**config.mk**
```make
export PLATFORM = sky130hd
export DESIGN_NAME = fcc_regs
export DESIGN_NICKNAME = d
export VERILOG_FILES = /design/src/rtl/core/fcc_pkg.sv /design/src/rtl/core/fcc_regs.sv
export SDC_FILE = /design/constraint.sdc
export NUM_CORES = 1
export LEC_CHECK = 0
export BUFFER_PORTS_ARGS = -buffer_cell sky130_fd_sc_hd__buf_2
export CAP_MARGIN = 20
export CORE_MARGIN = 2
export CORE_UTILIZATION = 45
export DETAILED_ROUTE_END_ITERATION = 8
export PLACE_DENSITY_LB_ADDON = 0.25
export SLEW_MARGIN = 5
export SYNTH_ARGS = -nofsm -noshare
export SYNTH_HDL_FRONTEND = slang
export SYNTH_SLANG_ARGS = --single-unit
```
**constraint.sdc**
```tcl
create_clock -name clk -period 1.1 [get_ports clk]
set_input_delay 0 -clock clk [delete_from_list [all_inputs] [get_ports clk]]
set_output_delay 0 -clock clk [all_outputs]
set_load 0.005 [all_outputs]
```
**src/rtl/core/fcc_pkg.sv**
```systemverilog
// Shared types, codes and constants of the FAT cluster chain reader.
`default_nettype none

package fcc_pkg;

  // Default size of the FAT byte store.
  localparam int FatBytesDefault = 16384;

  // Width of a byte offset into the FAT, with room for the second byte of an entry.
  localparam int AT_W = 18;

  // Item actions.
  localparam logic [1:0] ACT_LOAD = 2'd0;
  localparam logic [1:0] ACT_OPEN = 2'd1;
  localparam logic [1:0] ACT_READ = 2'd2;

  // Result status codes.
  localparam logic [1:0] ST_GIVEN = 2'd0;
  localparam logic [1:0] ST_END   = 2'd1;
  localparam logic [1:0] ST_BAD   = 2'd2;
  localparam logic [1:0] ST_DONE  = 2'd3;

  // Register indexes on the configuration port.
  localparam logic [1:0] REG_FORMAT   = 2'd0;
  localparam logic [1:0] REG_SPC      = 2'd1;
  localparam logic [1:0] REG_DATA_ST  = 2'd2;
  localparam logic [1:0] REG_CL_BYTES = 2'd3;

  // End-of-chain marks and the FAT12 entry mask.
  localparam logic [15:0] FAT12_EOC  = 16'h0FF8;
  localparam logic [15:0] FAT16_EOC  = 16'hFFF8;
  localparam logic [15:0] FAT12_MASK = 16'h0FFF;

  typedef struct packed {
    logic [1:0]  action;
    logic [13:0] fat_index;
    logic [7:0]  fat_byte;
    logic [15:0] start_cluster;
    logic [31:0] file_size;
  } item_t;

  typedef struct packed {
    logic [1:0]  status;
    logic [23:0] sector_address;
    logic [7:0]  sector_count;
    logic [16:0] byte_count;
    logic [15:0] next_cluster;
  } result_t;

  typedef struct packed {
    logic        fat16;
    logic [7:0]  sectors_per_cluster;
    logic [15:0] data_start_sector;
    logic [16:0] cluster_bytes;
  } cfg_t;

  // Commands from the controller to the datapath.
  typedef struct packed {
    logic capture;
    logic commit;
  } cmd_t;

  // Status from the datapath to the controller.
  typedef struct packed {
    logic out_free;
  } stat_t;

  typedef enum logic [0:0] {
    S_IDLE,
    S_EXEC
  } state_t;

endpackage

`default_nettype wire

```
**src/rtl/core/fcc_regs.sv**
```systemverilog
// Configuration registers behind the APB-style port.
`default_nettype none

module fcc_regs
  import fcc_pkg::*;
(
  input  wire logic        clk,
  input  wire logic        rst,
  input  wire logic        psel,
  input  wire logic        penable,
  input  wire logic        pwrite,
  input  wire logic [3:0]  paddr,
  input  wire logic [31:0] pwdata,
  output logic      [31:0] prdata,
  output logic             pready,
  output cfg_t             cfg
);

  logic [1:0] reg_idx;

  assign reg_idx = paddr[3:2];
  assign pready  = 1'b1;

  always_ff @(posedge clk) begin
    if (rst) begin
      cfg.fat16               <= 1'b0;
      cfg.sectors_per_cluster <= 8'd1;
      cfg.data_start_sector   <= 16'd0;
      cfg.cluster_bytes       <= 17'd512;
    end else if (psel && penable && pwrite) begin
      case (reg_idx)
        REG_FORMAT:   cfg.fat16               <= pwdata[0];
        REG_SPC:      cfg.sectors_per_cluster <= pwdata[7:0];
        REG_DATA_ST:  cfg.data_start_sector   <= pwdata[15:0];
        REG_CL_BYTES: cfg.cluster_bytes       <= pwdata[16:0];
        default: ;
      endcase
    end
  end

  always_comb begin
    case (reg_idx)
      REG_FORMAT:   prdata = {31'd0, cfg.fat16};
      REG_SPC:      prdata = {24'd0, cfg.sectors_per_cluster};
      REG_DATA_ST:  prdata = {16'd0, cfg.data_start_sector};
      REG_CL_BYTES: prdata = {15'd0, cfg.cluster_bytes};
      default:      prdata = 32'd0;
    endcase
  end

endmodule

`default_nettype wire

```
==> out/results.tsv <==
metric	value	unit
synth_top_area_share	37.60	%
ys_seq_area_share	37.60	%
final-hold-violation-count	0	
finalWirelength	5.060	mm
drt_first_pass_iters	4	
wl_per_cell	12.97	um
synthArstFlopShare	0	%
final_cell_area	2978	um^2
cts.htree.levels	2	
dieArea	5549	um^2
cts_buffers	5	
reg.largest.list	cfg x42	
yosysWarnings	0	
setup_violations	8	
dominantRegCellSynth	dfxtp_1	
path_max_fanout	2	
cellPowerDensity	1040	nW/um^2
area_growth	33.18	%
grt_max_degree	62	
setup_slack	-111.2	ps
grt_pass1_wl	7.790	mm
drive_gt1_share	44.58	%
die_h	74.49	um
peakVddDrop	766.3	uV
syn_avg_cell_area	10.21	um^2
r2r_cells	3	
run_status	finished, violations left	
worstMarginPinSlew	749.9	ps
holdPathStages	3	
dpl.hpwl	3.419	mm
largest_register	cfg	
antenna_found_initial	0	
synth_compound_area_share	2.742	%
regToRegStartpoint	cfg[33]$_SDFFE_PP1P_	
p_leak	1.566	nW
yosysUniqueCellTypes	21	
yosys.area.top_type	dfxtp_1	
largest_reg_flops	42	
vias	1802	
regArea	863.3	um^2
cp.required	1100	ps
cp_data_arrival_time	1210	ps
synth-xor-area-share	0	%
ys_ff_latch	42	
slew_viol_final	0	
cts_tree	done	
io_buffers	82	
dp_slack	-196.8	ps
fp.dieW	74.49	um
hold_end	cfg[32]$_SDFFE_PP0P_	
critPathKind	flip-flop to primary output	
gp_congestion	0.7517	
start_util	47.03	%
synth-edff-count	0	
fin_skew	0	ps
rows	25	
clk_pin_slew_worst_paths	70	ps
hold_path_startpoint	pwdata[15]	
antenna_cells	0	
clock_path_buffers	2	
nets	363	
cts.sinks	42	
cap_violations	0	
grt_pass1_vias	1644	
yosys.cell_count.top_type	nand2b_1	
r2r-end	cfg[33]$_SDFFE_PP1P_	
drt-initial-drc-count	44	
viasPerCell	4.621	
multiInputGateArea	1256	um^2
grt_util_all_layers	18.60	%
violations	setup timing	
io_pins	116	
cp-start-kind	flip-flop	
period_share	110.1	%
grt-ovfl-total	0	
core	4755	um^2
antenna_left	0	
synth_area_leaders	dfxtp_1 38%, mux2i_1 22%, nand2b_1 16%	
synth_top_family_by_area	multiplexers	
fmax	825.6	MHz
yosys.area_share.simple	23.06	%
rsz0062_at_grt	true	
post-route-min-period	1211	ps
synthMuxAreaShare	26.92	%
synthAdderAreaFrac	0	%
startpoint	cfg[0]$_SDFFE_PP0P_	
worstHoldPathType	input pin to flip-flop	
synthTopCellsByCount	57 x nand2b_1, 50 x mux2i_1, 42 x dfxtp_1, 20 x buf_4, 9 x nor2b_1	
r2r_slack	360	ps
root_buffer	clkbuf_8	
slew_headroom	50.01	%
netlist_instances	219	
post_dp_cell_area	2626	um^2
clkLatencyLatePin	290	ps
drc_errors	0	
cp-end-kind	primary output	
synth_area	2236	um^2
num-fill-cells	434	
what timing repair did:
item | in CTS | in global routing
setup buffers | 15 | 0
endpoints found under the setup margin | 8 | 10
hold endpoints to repair | 14 | 0
hold buffers | 9 | 0
pin swaps | 2 | 3
gates resized for setup | 20 | 3
cell families after synthesis:
family / Yosys count
AND/OR/NAND/NOR: 79
multiplexers: 58
buffers and inverters: 31
other: 2
AO/OA/AOI/OAI: 7
flip-flops: 42
worst max path at each step:
stage | to | slack, ps | cells past startpoint
finish | prdata[0] | -110 | 2
detailed placement | cfg[40]$_SDFFE_PP0P_ | -200 | 4
global route | prdata[4] | -150 | 3
global placement | cfg[33]$_SDFFE_PP1P_ | -140 | 4
CTS | prdata[0] | -130 | 2
floorplan | cfg[11]$_SDFFE_PP0P_ | 290 | 5
cell usage in the layout (no fill, tap or decap), types with 3 or more instances in the layout:
cell type      netlist  layout
buf_2                2      82
nand2b_1            57      57
mux2i_1             50      50
dfxtp_1             42      24
buf_4               20      22
dfxtp_2              0      18
conb_1               2      16
dlygate4sd3_1        0       9
nor2b_1              9       8
a22o_1               7       7
clkbuf_8             0       5
mux2_4               0       4
nor2_1               4       4
mux2_2               3       3
per-stage QoR:
stage | utilization, % | TNS [ps] | power [W] | cells | hold WS [ps]
floorplan | - | 0 | 0.001824 | 233 | 155.3
global placement | 55.24 | -1121 | 0.001889 | 358 | 266.7
detailed placement | 55.24 | -1574 | 0.001891 | 358 | 272.9
CTS | 62.53 | -752.5 | 0.003128 | 390 | 4.125
global route | 62.63 | -952.9 | 0.003214 | 390 | 8.325
finish | 62.63 | -677.6 | 0.003097 | 390 | 9.985
critical path, cell delays in order (launching register included):
cell     delay, ps
dfxtp_2        320
mux4_2         460
buf_2          140
cell type report:
type	count	share of cell area (%)
clock buffers	5	2.311
clock inverters	3	1.345
multi-input cells	160	42.18
flip-flops and latches	42	28.99
well taps	67	2.815
repair buffers	113	22.35
power by group:
group          leakage [nW]  internal (W)  switching, W  total, W
clock                0.0579      0.000668      0.000535   0.00120
sequential            0.347       0.00154     0.0000128   0.00155
combinational          1.16      0.000179      0.000162  0.000341
total                  1.57       0.00239      0.000710   0.00310
layer usage:
layer | global-route usage [%] | routed length [um] | vias up
met3 | 5.014 | 379 | 6
met4 | 5.357 | 51 | 0
met1 | 24.83 | 2283 | 825
met5 | 0 | 0 | -
li1 | - | - | 903
met2 | 29.70 | 2346 | 68
Note: power is estimated with default switching activity, not from simulation.
